===== src/rtl/assert_macros.svh =====
// Assertion macros used by the field extractor top level.
`ifndef ASSERT_MACROS_SVH
`define ASSERT_MACROS_SVH

// Checks that a property holds in the same cycle as its antecedent.
`define ASSERT_SAME(label, ante, cons, msg) \
  label: assert property (@(posedge clk_i) disable iff (!rst_ni) (ante) |-> (cons)) \
    else $error(msg);

// Checks that a property holds in the cycle after its antecedent.
`define ASSERT_NEXT(label, ante, cons, msg) \
  label: assert property (@(posedge clk_i) disable iff (!rst_ni) (ante) |=> (cons)) \
    else $error(msg);

`endif


===== src/rtl/dnsfx_pkg.sv =====
// Package with the types, codes and constants of the DNS response field extractor.
`default_nettype none

package dnsfx_pkg;

  localparam int unsigned CfgIdxW = 2;
  localparam int unsigned CfgDataW = 16;

  localparam logic [CfgIdxW-1:0] CfgPayloadOffset = 2'd0;
  localparam logic [CfgIdxW-1:0] CfgMaxQuestions = 2'd1;

  localparam logic [3:0] HdrLastIdx = 4'd11;
  localparam logic [3:0] QFixedLastIdx = 4'd3;
  localparam logic [3:0] AnsLastIdx = 4'd11;
  localparam logic [7:0] PtrMark = 8'hc0;
  localparam logic [7:0] DotChar = 8'd46;
  localparam logic [15:0] TypeA = 16'd1;
  localparam logic [15:0] TypeAaaa = 16'd28;
  localparam logic [15:0] TypeCname = 16'd5;
  localparam logic [15:0] Addr4Len = 16'd4;
  localparam logic [15:0] Addr6Len = 16'd16;
  localparam logic [8:0] PosMax = 9'd256;
  localparam logic [7:0] OffsetReset = 8'd42;
  localparam logic [15:0] MaxQuestionsReset = 16'd1;

  typedef enum logic [2:0] {
    PH_SKIP   = 3'd0,
    PH_HEADER = 3'd1,
    PH_QNAME  = 3'd2,
    PH_QFIXED = 3'd3,
    PH_ANSWER = 3'd4,
    PH_RDATA  = 3'd5,
    PH_DONE   = 3'd6
  } phase_e;

  typedef enum logic [2:0] {
    RK_HEADER      = 3'd0,
    RK_NAME_CHAR   = 3'd1,
    RK_QUESTION    = 3'd2,
    RK_ANSWER      = 3'd3,
    RK_DISCARDED   = 3'd4,
    RK_UNSUPPORTED = 3'd5,
    RK_FRAME_END   = 3'd6
  } res_kind_e;

  typedef enum logic [1:0] {
    REC_IPV4  = 2'd0,
    REC_IPV6  = 2'd1,
    REC_CNAME = 2'd2,
    REC_OTHER = 2'd3
  } rec_kind_e;

  typedef struct packed {
    logic [7:0] frame_byte;
    logic       frame_end;
  } in_item_t;

  typedef struct packed {
    logic [2:0]  result_kind;
    logic [15:0] word_a;
    logic [15:0] word_b;
    logic [15:0] word_c;
    logic [7:0]  name_char;
    logic [31:0] time_to_live;
    logic [1:0]  record_kind;
    logic [63:0] address_high;
    logic [63:0] address_low;
    logic        packet_last;
  } out_item_t;

  function automatic rec_kind_e kind_of(input logic [15:0] rtype);
    rec_kind_e k;
    if (rtype == TypeA) k = REC_IPV4;
    else if (rtype == TypeAaaa) k = REC_IPV6;
    else if (rtype == TypeCname) k = REC_CNAME;
    else k = REC_OTHER;
    return k;
  endfunction

endpackage

`default_nettype wire


===== src/rtl/dns_response_field_extractor.sv =====
// Top level of the DNS response field extractor: byte parser and output skid stage.
// The block takes a captured frame one byte per input transaction on the in
// channel (in_valid_i, in_stall_o, in_item_i) and returns zero or one result per
// byte on the out channel (out_valid_o, out_stall_i, out_item_o).
// Each accepted byte updates the parser state registers; its result, if any, is
// registered in out_q, or in skid_q while the receiver stalls. A byte can be
// accepted every cycle while the skid register is empty: one byte per cycle.
// The byte with frame_end set always yields a result with packet_last set, and
// the parser then returns to its reset state for the next frame.
// The configuration port (cfg_we_i, cfg_index_i, cfg_wdata_i) sets the header
// length skipped before the DNS message and the largest question count allowed.
// Reset clears the parser and the valid flags of both output registers and loads
// the register defaults: a 42-byte offset and a limit of one question.
// When the receiver stalls, the pending result is held and one more result is
// kept in a skid register; in_stall_o rises only while that skid register is full.
`default_nettype none

`include "assert_macros.svh"

module dns_response_field_extractor import dnsfx_pkg::*; (
  input  wire logic                clk_i,
  input  wire logic                rst_ni,
  input  wire logic                in_valid_i,
  output logic                     in_stall_o,
  input  wire in_item_t            in_item_i,
  output logic                     out_valid_o,
  input  wire logic                out_stall_i,
  output out_item_t                out_item_o,
  input  wire logic                cfg_we_i,
  input  wire logic [CfgIdxW-1:0]  cfg_index_i,
  input  wire logic [CfgDataW-1:0] cfg_wdata_i
);

  logic [7:0]  offset_q;
  logic [15:0] max_q_q;

  phase_e      phase_q, phase_d;
  logic [8:0]  pos_q, pos_d;
  logic [7:0]  label_rem_q, label_rem_d;
  logic        label_seen_q, label_seen_d;
  logic [3:0]  fidx_q, fidx_d;
  logic [15:0] trans_q, trans_d;
  logic [15:0] qs_q, qs_d;
  logic [15:0] ans_q, ans_d;
  logic [15:0] type_q, type_d;
  logic [15:0] class_q, class_d;
  logic [31:0] ttl_q, ttl_d;
  logic [15:0] rem_q, rem_d;
  logic [15:0] total_q, total_d;
  logic [63:0] up_q, up_d;
  logic [63:0] lo_q, lo_d;

  out_item_t   out_q, skid_q, res;
  logic        out_valid_q, skid_valid_q;
  logic        got, do_finish, in_accept, out_ready;
  phase_e      eff_phase;
  logic [3:0]  eff_fidx, fidx_inc;
  logic [15:0] rd_idx;
  logic [7:0]  b;

  assign b = in_item_i.frame_byte;
  assign in_accept = in_valid_i && !skid_valid_q;
  assign out_ready = !out_valid_q || !out_stall_i;
  assign in_stall_o = skid_valid_q;
  assign out_valid_o = out_valid_q;
  assign out_item_o = out_q;
  assign rd_idx = total_q - rem_q;

  always_comb begin
    label_rem_d = label_rem_q;
    label_seen_d = label_seen_q;
    trans_d = trans_q;
    qs_d = qs_q;
    ans_d = ans_q;
    type_d = type_q;
    class_d = class_q;
    ttl_d = ttl_q;
    rem_d = rem_q;
    total_d = total_q;
    up_d = up_q;
    lo_d = lo_q;
    got = 1'b0;
    do_finish = 1'b0;
    res = '0;
    eff_phase = phase_q;
    eff_fidx = fidx_q;
    if (phase_q == PH_SKIP && pos_q >= {1'b0, offset_q}) begin
      eff_phase = PH_HEADER;
      eff_fidx = '0;
    end
    phase_d = eff_phase;
    fidx_d = eff_fidx;
    fidx_inc = eff_fidx + 4'd1;

    unique case (eff_phase)
      PH_SKIP: begin
      end
      PH_HEADER: begin
        if (eff_fidx < 4'd2) begin
          trans_d = {trans_q[7:0], b};
        end else if (eff_fidx == 4'd4 || eff_fidx == 4'd5) begin
          qs_d = {qs_q[7:0], b};
        end else if (eff_fidx == 4'd6 || eff_fidx == 4'd7) begin
          ans_d = {ans_q[7:0], b};
        end
        fidx_d = fidx_inc;
        if (eff_fidx == HdrLastIdx) begin
          got = 1'b1;
          res.word_a = trans_d;
          res.word_b = qs_d;
          res.word_c = ans_d;
          fidx_d = '0;
          if (qs_d > max_q_q) begin
            res.result_kind = RK_DISCARDED;
            phase_d = PH_DONE;
          end else begin
            res.result_kind = RK_HEADER;
            label_rem_d = '0;
            label_seen_d = 1'b0;
            phase_d = PH_QNAME;
          end
        end
      end
      PH_QNAME: begin
        if (label_rem_q != '0) begin
          label_rem_d = label_rem_q - 8'd1;
          got = 1'b1;
          res.result_kind = RK_NAME_CHAR;
          res.name_char = b;
        end else if (b == '0) begin
          fidx_d = '0;
          phase_d = PH_QFIXED;
        end else begin
          label_rem_d = b;
          if (label_seen_q) begin
            got = 1'b1;
            res.result_kind = RK_NAME_CHAR;
            res.name_char = DotChar;
          end
          label_seen_d = 1'b1;
        end
      end
      PH_QFIXED: begin
        if (eff_fidx < 4'd2) type_d = {type_q[7:0], b};
        else class_d = {class_q[7:0], b};
        fidx_d = fidx_inc;
        if (eff_fidx == QFixedLastIdx) begin
          got = 1'b1;
          res.result_kind = RK_QUESTION;
          res.word_a = type_d;
          res.word_b = class_d;
          fidx_d = '0;
          phase_d = (ans_q == '0) ? PH_DONE : PH_ANSWER;
        end
      end
      PH_ANSWER: begin
        if (eff_fidx == '0 && b != PtrMark) begin
          got = 1'b1;
          res.result_kind = RK_UNSUPPORTED;
          phase_d = PH_DONE;
        end else begin
          if (eff_fidx == 4'd2 || eff_fidx == 4'd3) begin
            type_d = {type_q[7:0], b};
          end else if (eff_fidx == 4'd4 || eff_fidx == 4'd5) begin
            class_d = {class_q[7:0], b};
          end else if (eff_fidx >= 4'd6 && eff_fidx < 4'd10) begin
            ttl_d = {ttl_q[23:0], b};
          end else if (eff_fidx >= 4'd10) begin
            total_d = {total_q[7:0], b};
          end
          fidx_d = fidx_inc;
          if (eff_fidx == AnsLastIdx) begin
            rem_d = total_d;
            up_d = '0;
            lo_d = '0;
            if (total_d == '0) do_finish = 1'b1;
            else phase_d = PH_RDATA;
          end
        end
      end
      PH_RDATA: begin
        if ((type_q == TypeA && rd_idx < Addr4Len) ||
            (type_q == TypeAaaa && rd_idx < Addr6Len)) begin
          up_d = {up_q[55:0], lo_q[63:56]};
          lo_d = {lo_q[55:0], b};
        end
        rem_d = rem_q - 16'd1;
        if (rem_d == '0) do_finish = 1'b1;
      end
      default: begin
      end
    endcase

    if (do_finish) begin
      got = 1'b1;
      res.result_kind = RK_ANSWER;
      res.word_a = type_d;
      res.word_b = class_d;
      res.word_c = total_d;
      res.time_to_live = ttl_d;
      res.record_kind = kind_of(type_d);
      res.address_high = up_d;
      res.address_low = lo_d;
      ans_d = ans_q - 16'd1;
      fidx_d = '0;
      phase_d = (ans_d == '0) ? PH_DONE : PH_ANSWER;
    end

    pos_d = (pos_q == PosMax) ? pos_q : pos_q + 9'd1;

    if (in_item_i.frame_end) begin
      if (!got) begin
        res = '0;
        res.result_kind = RK_FRAME_END;
      end
      res.packet_last = 1'b1;
      got = 1'b1;
      phase_d = PH_SKIP;
      pos_d = '0;
      label_rem_d = '0;
      label_seen_d = 1'b0;
      fidx_d = '0;
      trans_d = '0;
      qs_d = '0;
      ans_d = '0;
      type_d = '0;
      class_d = '0;
      ttl_d = '0;
      rem_d = '0;
      total_d = '0;
      up_d = '0;
      lo_d = '0;
    end
  end

  always_ff @(posedge clk_i or negedge rst_ni) begin
    if (!rst_ni) begin
      offset_q <= OffsetReset;
      max_q_q <= MaxQuestionsReset;
    end else if (cfg_we_i) begin
      if (cfg_index_i == CfgPayloadOffset) offset_q <= cfg_wdata_i[7:0];
      else if (cfg_index_i == CfgMaxQuestions) max_q_q <= cfg_wdata_i;
    end
  end

  always_ff @(posedge clk_i or negedge rst_ni) begin
    if (!rst_ni) begin
      phase_q <= PH_SKIP;
      pos_q <= '0;
      label_rem_q <= '0;
      label_seen_q <= 1'b0;
      fidx_q <= '0;
      trans_q <= '0;
      qs_q <= '0;
      ans_q <= '0;
      type_q <= '0;
      class_q <= '0;
      ttl_q <= '0;
      rem_q <= '0;
      total_q <= '0;
      up_q <= '0;
      lo_q <= '0;
    end else if (in_accept) begin
      phase_q <= phase_d;
      pos_q <= pos_d;
      label_rem_q <= label_rem_d;
      label_seen_q <= label_seen_d;
      fidx_q <= fidx_d;
      trans_q <= trans_d;
      qs_q <= qs_d;
      ans_q <= ans_d;
      type_q <= type_d;
      class_q <= class_d;
      ttl_q <= ttl_d;
      rem_q <= rem_d;
      total_q <= total_d;
      up_q <= up_d;
      lo_q <= lo_d;
    end
  end

  always_ff @(posedge clk_i or negedge rst_ni) begin
    if (!rst_ni) begin
      out_valid_q <= 1'b0;
      skid_valid_q <= 1'b0;
    end else if (out_ready) begin
      if (skid_valid_q) begin
        out_valid_q <= 1'b1;
        skid_valid_q <= 1'b0;
      end else begin
        out_valid_q <= in_accept && got;
      end
    end else if (in_accept && got) begin
      skid_valid_q <= 1'b1;
    end
  end

  always_ff @(posedge clk_i) begin
    if (out_ready) begin
      if (skid_valid_q) out_q <= skid_q;
      else if (in_accept && got) out_q <= res;
    end else if (in_accept && got) begin
      skid_q <= res;
    end
  end

  `ASSERT_SAME(a_skid_implies_out, skid_valid_q, out_valid_q, "Skid register full while output is empty.")
  `ASSERT_SAME(a_rdata_nonzero, phase_q == PH_RDATA, rem_q != '0, "Rdata phase with nothing left to skip.")
  `ASSERT_SAME(a_skip_index_clear, phase_q == PH_SKIP, fidx_q == '0, "Field index not clear while skipping headers.")
  `ASSERT_NEXT(a_frame_end_result, in_accept && in_item_i.frame_end && out_ready && !skid_valid_q,
               out_valid_o && out_item_o.packet_last, "Frame end transaction produced no last result.")

endmodule

`default_nettype wire

===== config.mk =====
export PLATFORM = sky130hd
export DESIGN_NAME = dns_response_field_extractor
export DESIGN_NICKNAME = d
export VERILOG_FILES = /design/src/rtl/dnsfx_pkg.sv /design/src/rtl/dns_response_field_extractor.sv
export VERILOG_INCLUDE_DIRS = /design/src /design/src/rtl
export SDC_FILE = /design/constraint.sdc
export NUM_CORES = 2
export LEC_CHECK = 0
export BUFFER_PORTS_ARGS = -buffer_cell sky130_fd_sc_hd__buf_2
export CAP_MARGIN = 20
export CORE_MARGIN = 2
export CORE_UTILIZATION = 28
export DETAILED_ROUTE_END_ITERATION = 7
export GPL_TIMING_DRIVEN = 0
export MAX_ROUTING_LAYER = met4
export PLACE_DENSITY = 0.48
export SLEW_MARGIN = 0
export SYNTH_ARGS = -nofsm -noshare
export SYNTH_HDL_FRONTEND = slang
export SYNTH_SLANG_ARGS = --single-unit

===== constraint.sdc =====
create_clock -name clk_i -period 31.1 [get_ports clk_i]
set_input_delay 3.11 -clock clk_i [delete_from_list [all_inputs] [get_ports clk_i]]
set_output_delay 3.11 -clock clk_i [all_outputs]
set_load 0.005 [all_outputs]

== Yosys cells after proc, flatten, opt, wreduce, memory -nomap -nowiden ==
Cells that the tools add are included.

* Multiplexer cells: 131
* Add/subtract/negate cells: 6
* Reductions and logical operators: 40
* Bitwise gates (word level): 2
* $lt $le $gt $ge: 8
* Equal/unequal tests: 28

{| class="wikitable"
|+ Operator list
! cell !! number
|-
| $mux 222 || 4
|-
| $mux 16 || 36
|-
| $mux 64 || 8
|-
| $pmux 64 s2 || 2
|-
| $mux 32 || 6
|-
| $mux 162 || 1
|-
| $mux 51 || 2
|-
| $pmux 16 s2 || 3
|-
| $logic_not 16->1 || 4
|-
| $pmux 32 s2 || 1
|-
| $mux 8 || 7
|-
| $mux 3 || 13
|-
| $mux 34 || 1
|-
| $eq 16x1->1 const B || 2
|-
| $eq 16x5->1 const B || 2
|-
| $mux 4 || 8
|-
| $sub 16x1->16 const B || 2
|-
| $mux 1 || 24
|-
| $pmux 3 s4 || 2
|-
| $mux 9 || 2
|-
| $ne 3x3->1 const B || 6
|-
| $eq 16x3->1 const B || 1
|-
| $eq 4x3->1 const B || 4
|-
| $gt 16x16->1 || 1
|-
| other kinds (43) || 73
|}

* Output and inout bits: 224
* Word-level logic and storage cells: 254
* Flip-flop bits (word level): 767
* Input port bits: 32

== Logic depth before layout (Yosys ltp) ==
* Depth after elaboration: 20
* Depth in mapped cells: 26
* Depth with buffers taken out: 24

== Worst setup path after synthesis ==
OpenSTA, ideal clock, no wires.

* Path kind: input to register
* From: input port in_item_i[3] (netlist name)
* To: register skid_q[0] (netlist name), enable pin
* Path slack: 8.897 ns
* Required time: 29.978 ns
* Arrival: 21.081 ns
* Stages on the path: 8
* Path buffers: 2
* Library setup time: 1.122 ns
* Path through: clkbuf_1 or4_1 or2_2 a2111oi_0 a211oi_1 clkbuf_1 nand4_1 nor3b_1

* Word-level cells in the longest chain between the ends: 15
* Elaborated cells on any way between the ends: 22
* Classes of those cells: 1 x eq/ne; 16 x mux; 5 x reduce/logical

{| class="wikitable"
|+ RTL lines
! element !! RTL line !! source
|-
| start: declaration || dns_response_field_extractor.sv:25 || <nowiki>input wire in_item_t in_item_i,</nowiki>
|-
| $mux 16 || dns_response_field_extractor.sv:168 || <nowiki>end else if (eff_fidx >= 4'd10) begin</nowiki>
|-
| $mux 16 || dns_response_field_extractor.sv:166 || <nowiki>end else if (eff_fidx >= 4'd6 && eff_fidx < 4'd10) begin</nowiki>
|-
| $mux 16 || dns_response_field_extractor.sv:164 || <nowiki>end else if (eff_fidx == 4'd4 || eff_fidx == 4'd5) begin</nowiki>
|-
| $mux 16 || dns_response_field_extractor.sv:162 || <nowiki>if (eff_fidx == 4'd2 || eff_fidx == 4'd3) begin</nowiki>
|-
| $mux 16 || dns_response_field_extractor.sv:157 || <nowiki>if (eff_fidx == '0 && b != PtrMark) begin</nowiki>
|-
| $mux 16 || dns_response_field_extractor.sv:95 || <nowiki>unique case (eff_phase)</nowiki>
|-
| $logic_not 16->1 || dns_response_field_extractor.sv:176 || <nowiki>if (total_d == '0) do_finish = 1'b1;</nowiki>
|-
| $mux 1 || dns_response_field_extractor.sv:176 ||
|-
| $mux 1 || dns_response_field_extractor.sv:172 || <nowiki>if (eff_fidx == AnsLastIdx) begin</nowiki>
|-
| $mux 1 || dns_response_field_extractor.sv:157 ||
|-
| $pmux 1 s2 || dns_response_field_extractor.sv:95 ||
|-
| $mux 1 (*) || dns_response_field_extractor.sv:194 || <nowiki>if (do_finish) begin</nowiki>
|-
| $mux 1 (*) || dns_response_field_extractor.sv:211 || <nowiki>if (in_item_i.frame_end) begin</nowiki>
|-
| $logic_and 1x1->1 (*) || dns_response_field_extractor.sv:302 || <nowiki>end else if (in_accept && got) begin</nowiki>
|-
| $reduce_and 2->1 (no source line) (*) || -- ||
|-
| end signal: assignment || dns_response_field_extractor.sv:303 || <nowiki>skid_q <= res;</nowiki>
|-
| end: declaration || dns_response_field_extractor.sv:53 || <nowiki>out_item_t out_q, skid_q, res;</nowiki>
|}

Mark *: on every way between the ends. The rest lies on a longest branch, timed or not. The select of a mux whose other input is x is not followed.
A chain may end at the register's enable or synchronous reset.

== Worst setup path after layout ==
* From: register offset_q[5]
* To: register skid_q[40] (netlist name), enable pin

* Word-level cells in the longest chain between the ends: 19
* Elaborated cells on any way between the ends: 41
* Classes of those cells: 4 x order compare; 10 x eq/ne; 18 x mux; 9 x reduce/logical

{| class="wikitable"
|+ RTL lines
! element !! RTL line !! source
|-
| start: declaration || dns_response_field_extractor.sv:34 || <nowiki>logic [7:0] offset_q;</nowiki>
|-
| start signal: assignment || dns_response_field_extractor.sv:238 || <nowiki>offset_q <= OffsetReset;</nowiki>
|-
| start signal: assignment || dns_response_field_extractor.sv:241 || <nowiki>if (cfg_index_i == CfgPayloadOffset) offset_q <= cfg_wdata_i[7:0];</nowiki>
|-
| $ge 9x8->1 (*) || dns_response_field_extractor.sv:87 || <nowiki>if (phase_q == PH_SKIP && pos_q >= {1'b0, offset_q}) begin</nowiki>
|-
| $logic_and 1x1->1 (*) || dns_response_field_extractor.sv:87 ||
|-
| $mux 4 || dns_response_field_extractor.sv:87 ||
|-
| $ge 4x4->1, or another cell as far along || dns_response_field_extractor.sv:168 ||
|-
| $mux 16 or $logic_and 1x1->1 (tied branches) || dns_response_field_extractor.sv:168, dns_response_field_extractor.sv:166 ||
|-
| $mux 16 || dns_response_field_extractor.sv:166 ||
|-
| $mux 16 || dns_response_field_extractor.sv:164 ||
|-
| $mux 16 || dns_response_field_extractor.sv:162 ||
|-
| (+3 left out) || -- ||
|-
| $mux 1 || dns_response_field_extractor.sv:176 ||
|-
| $mux 1 || dns_response_field_extractor.sv:172 ||
|-
| $mux 1 || dns_response_field_extractor.sv:157 ||
|-
| $pmux 1 s2 || dns_response_field_extractor.sv:95 ||
|-
| $mux 1 (*) || dns_response_field_extractor.sv:194 ||
|-
| $mux 1 (*) || dns_response_field_extractor.sv:211 ||
|-
| $logic_and 1x1->1 (*) || dns_response_field_extractor.sv:302 ||
|-
| $reduce_and 2->1 (no source line) (*) || -- ||
|}

Marked as above.

==> key figures <==
GRT
  • First-pass GRT wire length: 177000 µm
  • Overflow after GRT: 0
  • GRT Overall Usage: 18.4%
  • Via count of the first global-routing pass: 26410
  • Met1 Use GR: 25.0%
  • Pin count of the biggest net entering global routing: 102
  • GR met2 Demand/Resource: approximately 28%
  • Met3 Usage GRT: 3.92%
  • Initial antenna violation count: 5
  • Busiest layer in global routing: met2

Clock tree
  • Post-CTS sizing: 0
  • Clock insertion delay at the later pin of the skew report: ~0.71 ns
  • Worst-case clock buffer depth: 3
  • Post-CTS setup repair buffer count: 0
  • CTS Buf Count: 87
  • Clock tree from TritonCTS: done
  • Number of clock sinks seen by CTS: 767
  • CTS root buf: sky130_fd_sc_hd__clkbuf_16
  • CTS H-tree depth: 3
  • Worst-path clk slew: 0.06 ns
  • Hold_buf cts: 0

Die
  • Core region area: 0.127 mm²
  • Area enclosed by the die boundary: 0.131 mm²
  • Die height: 362 µm
  • Starting density of the core: 28.2%
  • I/O pins: 256
  • Row cnt: around 130
  • Overall die width: ~360 µm

Pwr
  • Peak supply drop: 0.0393 mV
  • Switching power of the nets: 587 µW
  • Power density over cell area: 55.1 mW/mm²
  • Switching part of the total: roughly a quarter
  • Design internal power: roughly 1800 µW
  • Relative contribution of sequential cells to total power: 48.7%
  • Share of total power in the clock network: 43.4%
  • Static Leakage: 0.0172 µW
  • Combinational fraction of design power: approximately 8%

Place
  • Post-detailed-placement half-perimeter wirelength: 83800 µm
  • Port buffer count: 252
  • Routability congestion estimate from global placement: 0.919

Yosys
  • Synth area leaders: sky130_fd_sc_hd__edfxtp_1 (37%), sky130_fd_sc_hd__dfrtp_1 (22%), sky130_fd_sc_hd__a22o_1 (7.7%)
  • Number of flops mapped to enable cells by yosys: between 400 and 500
  • FFs w/ async S/R, synth: 42.1%
  • Synthesis Warnings: 0
  • Syn avg cell area: 11.8 µm²
  • Largest area contributor in the netlist: sky130_fd_sc_hd__edfxtp_1
  • Top-count cell post-synth: sky130_fd_sc_hd__nand2_1
  • Prevailing post-synth register cell: sky130_fd_sc_hd__edfxtp_1
  • Top cell types by occurrence after synthesis: sky130_fd_sc_hd__nand2_1 (468), sky130_fd_sc_hd__edfxtp_1 (444), sky130_fd_sc_hd__dfrtp_1 (319), sky130_fd_sc_hd__a22o_1 (314), sky130_fd_sc_hd__a22oi_1 (209)
  • Sequential-to-total area share from yosys stat: 59.7%
  • Register bit count reported by yosys: 767
  • Post-synth cell types: 75
  • Synthesized Nets: between 3000 and 4000
  • Post-Synthesis Cell Area: between 0.03 and 0.04 mm²
  • Area share of the leading cell type in the synthesized netlist: 37.2%
  • Number of instances in the synthesized netlist: 3042

Critical path
  • Crit path max fanout: 11
  • Crit-path leading delay family: simple AND/OR/NAND/NOR gates
  • Crit path launch type: flop
  • Most frequent cell on the critical path: sky130_fd_sc_hd__buf_6
  • Worst path depth: 25
  • R2R depth: 25
  • Worst Path Required: about 32 ns
  • Highest-delay cell along the critical path: sky130_fd_sc_hd__nor3b_2
  • Critical Path Sink Type: flop
  • Arrival time at the worst endpoint: 8.52 ns
  • Type of the setup path with the least slack: flop to flop
  • Critical path buffers and inverters: 10
  • Delay contributed by the slowest stage of the critical path: 0.79 ns

Finish
  • Synth-to-Final Area Change: 18.9%
  • Final-stage net count: 3508
  • Fraction of final layout cells sized beyond drive strength 1: 17.2%
  • Util after Layout: 33.5%

STA
  • Period utilization: 26.0%
  • Setup TNS: 0 ns
  • Setup repair after global routing missed its margin: no
  • Slew at the pin with the worst max-slew slack: between 1 and 1.5 ns
  • Upper clock frequency limit: 0.123 GHz
  • Pins Over Slew Limit: 0
  • Clock Skews: 0.0250 ns
  • Setup violation total in the final timing report: 0
  • Worst hold slack across all endpoints: 0.497 ns
  • Final Hold Fails: 0
  • Worst slew slack as a fraction of its limit: 20.2%
  • Period minus WS final: 8.10 ns

Routing
  • Remaining antenna violation count after routing: 0
  • Routed length per instance: roughly 23 µm
  • Vias per Instance: between 5 and 6
  • First-iteration detailed-routing DRC count: 2691
  • Total DRC errors in the routed layout: 0
  • Total via count in the routed design: 26982
  • Total detailed-routing wirelength: 120000 µm
  • Number of iterations in the first detailed-routing pass: 6

Job
  • Total of max-cap violations: 0

Min path
  • Worst Hold Path Cells: 1
  • Type of the most critical hold path: flop to flop

Outcome
  • Result of the run: complete, no violations
[power groups by stage]
stage | Clock, µW | Sequential, µW | Combinational, µW
2_1_floorplan | 0 | 1170 | 95.8
3_3_place_gp | 0 | 1190 | 176
3_5_place_dp | 0 | 1160 | 187
4_1_cts | 1040 | 1140 | 188
5_1_grt | 1080 | 1150 | 207
6_report | 1020 | 1140 | 187
[through the flow]
step | setup slack [ns] | std cells | cell area [µm²] | total power [µW]
final | 23.00 | 5162 | 42700 | 2350
after global routing | 22.56 | 5162 | 42700 | 2440
after CTS | 23.20 | 5158 | 42600 | 2380
after floorplan | 8.90 | 3042 | 35900 | 1270
after global placement | -4.16 | 4956 | 39200 | 1360
after detailed placement | 22.62 | 4997 | 39900 | 1350
[layout by cell type (no fill, tap or decap), types with 18 or more instances in the layout]
cell and instances:
sky130_fd_sc_hd__nor3_1 40, sky130_fd_sc_hd__edfxtp_1 444, sky130_fd_sc_hd__a21oi_1 62, sky130_fd_sc_hd__clkbuf_16 87
sky130_fd_sc_hd__mux2i_1 84, sky130_fd_sc_hd__nand2_1 468, sky130_fd_sc_hd__o31ai_1 52, sky130_fd_sc_hd__inv_1 56
sky130_fd_sc_hd__dfrtp_1 319, sky130_fd_sc_hd__a22o_1 314, sky130_fd_sc_hd__buf_6 37, sky130_fd_sc_hd__clkbuf_1 206
sky130_fd_sc_hd__mux2_2 108, sky130_fd_sc_hd__a22oi_1 209, sky130_fd_sc_hd__nand3_1 22, sky130_fd_sc_hd__ha_1 49
sky130_fd_sc_hd__nand4_1 18, sky130_fd_sc_hd__o21ai_0 154, sky130_fd_sc_hd__buf_2 291, sky130_fd_sc_hd__nor2_1 126
sky130_fd_sc_hd__o22ai_1 18
[state kept, by name, indices dropped and copies added, names as in the netlist, 9 cells and up]
signal,count
up_q,64
max_q_q,16
skid_q,222
total_q,16
class_q,16
ttl_q,32
qs_q,16
pos_q,9
rem_q,16
lo_q,64
type_q,16
out_item_o,222
ans_q,16
trans_q,16
[final cells by class]
cell class              instances  area, µm²
fillers                     12867      84700
flip-flops and latches        767      21400
multi-input cells            1978      13200
clock buffers                 122       2380
well taps                    1662       2080
repair buffers                296       1920
plain buffers                 241       1080
clock inverters                39        389
inverters                      56        210
diodes                          1       2.50
[layer usage]
layer | vias to the layer above | share of wire [%]
li1 | 12353 | -
met1 | 13511 | 45
met2 | 922 | 45
met3 | 196 | 6.4
met4 | 0 | 2.8
met5 | - | 0
[logic make-up after synthesis]
logic type,Yosys count,share of synthesized area (%)
AOI/OAI and AO/OA,933,19.3
and+or+nand+nor,785,9.51
DFF,767,59.7
buffers and inverters,297,3.60
muxes,193,5.77
adders and majority gates,49,1.71
xor gates and xnor gates,18,0.439
[path summary, 6_finish.rpt]
kind                                    startpoint                 endpoint  slack (ns)
setup / recovery           offset_q[5]$_DFFE_PN1P_     skid_q[40]$_DFFE_PP_       23.00
hold / removal               ttl_q[31]$_DFFE_PN0P_    ttl_q[31]$_DFFE_PN0P_        0.50
setup reg to reg           offset_q[5]$_DFFE_PN1P_     skid_q[40]$_DFFE_PP_       23.00
hold reg to reg              ttl_q[31]$_DFFE_PN0P_    ttl_q[31]$_DFFE_PN0P_        0.50
max in group asynchronous                   rst_ni     lo_q[47]$_DFFE_PN0P_       27.40
min in group asynchronous                   rst_ni  class_q[11]$_DFFE_PN0P_        2.34
Note: power is estimated with default switching activity, not from simulation.
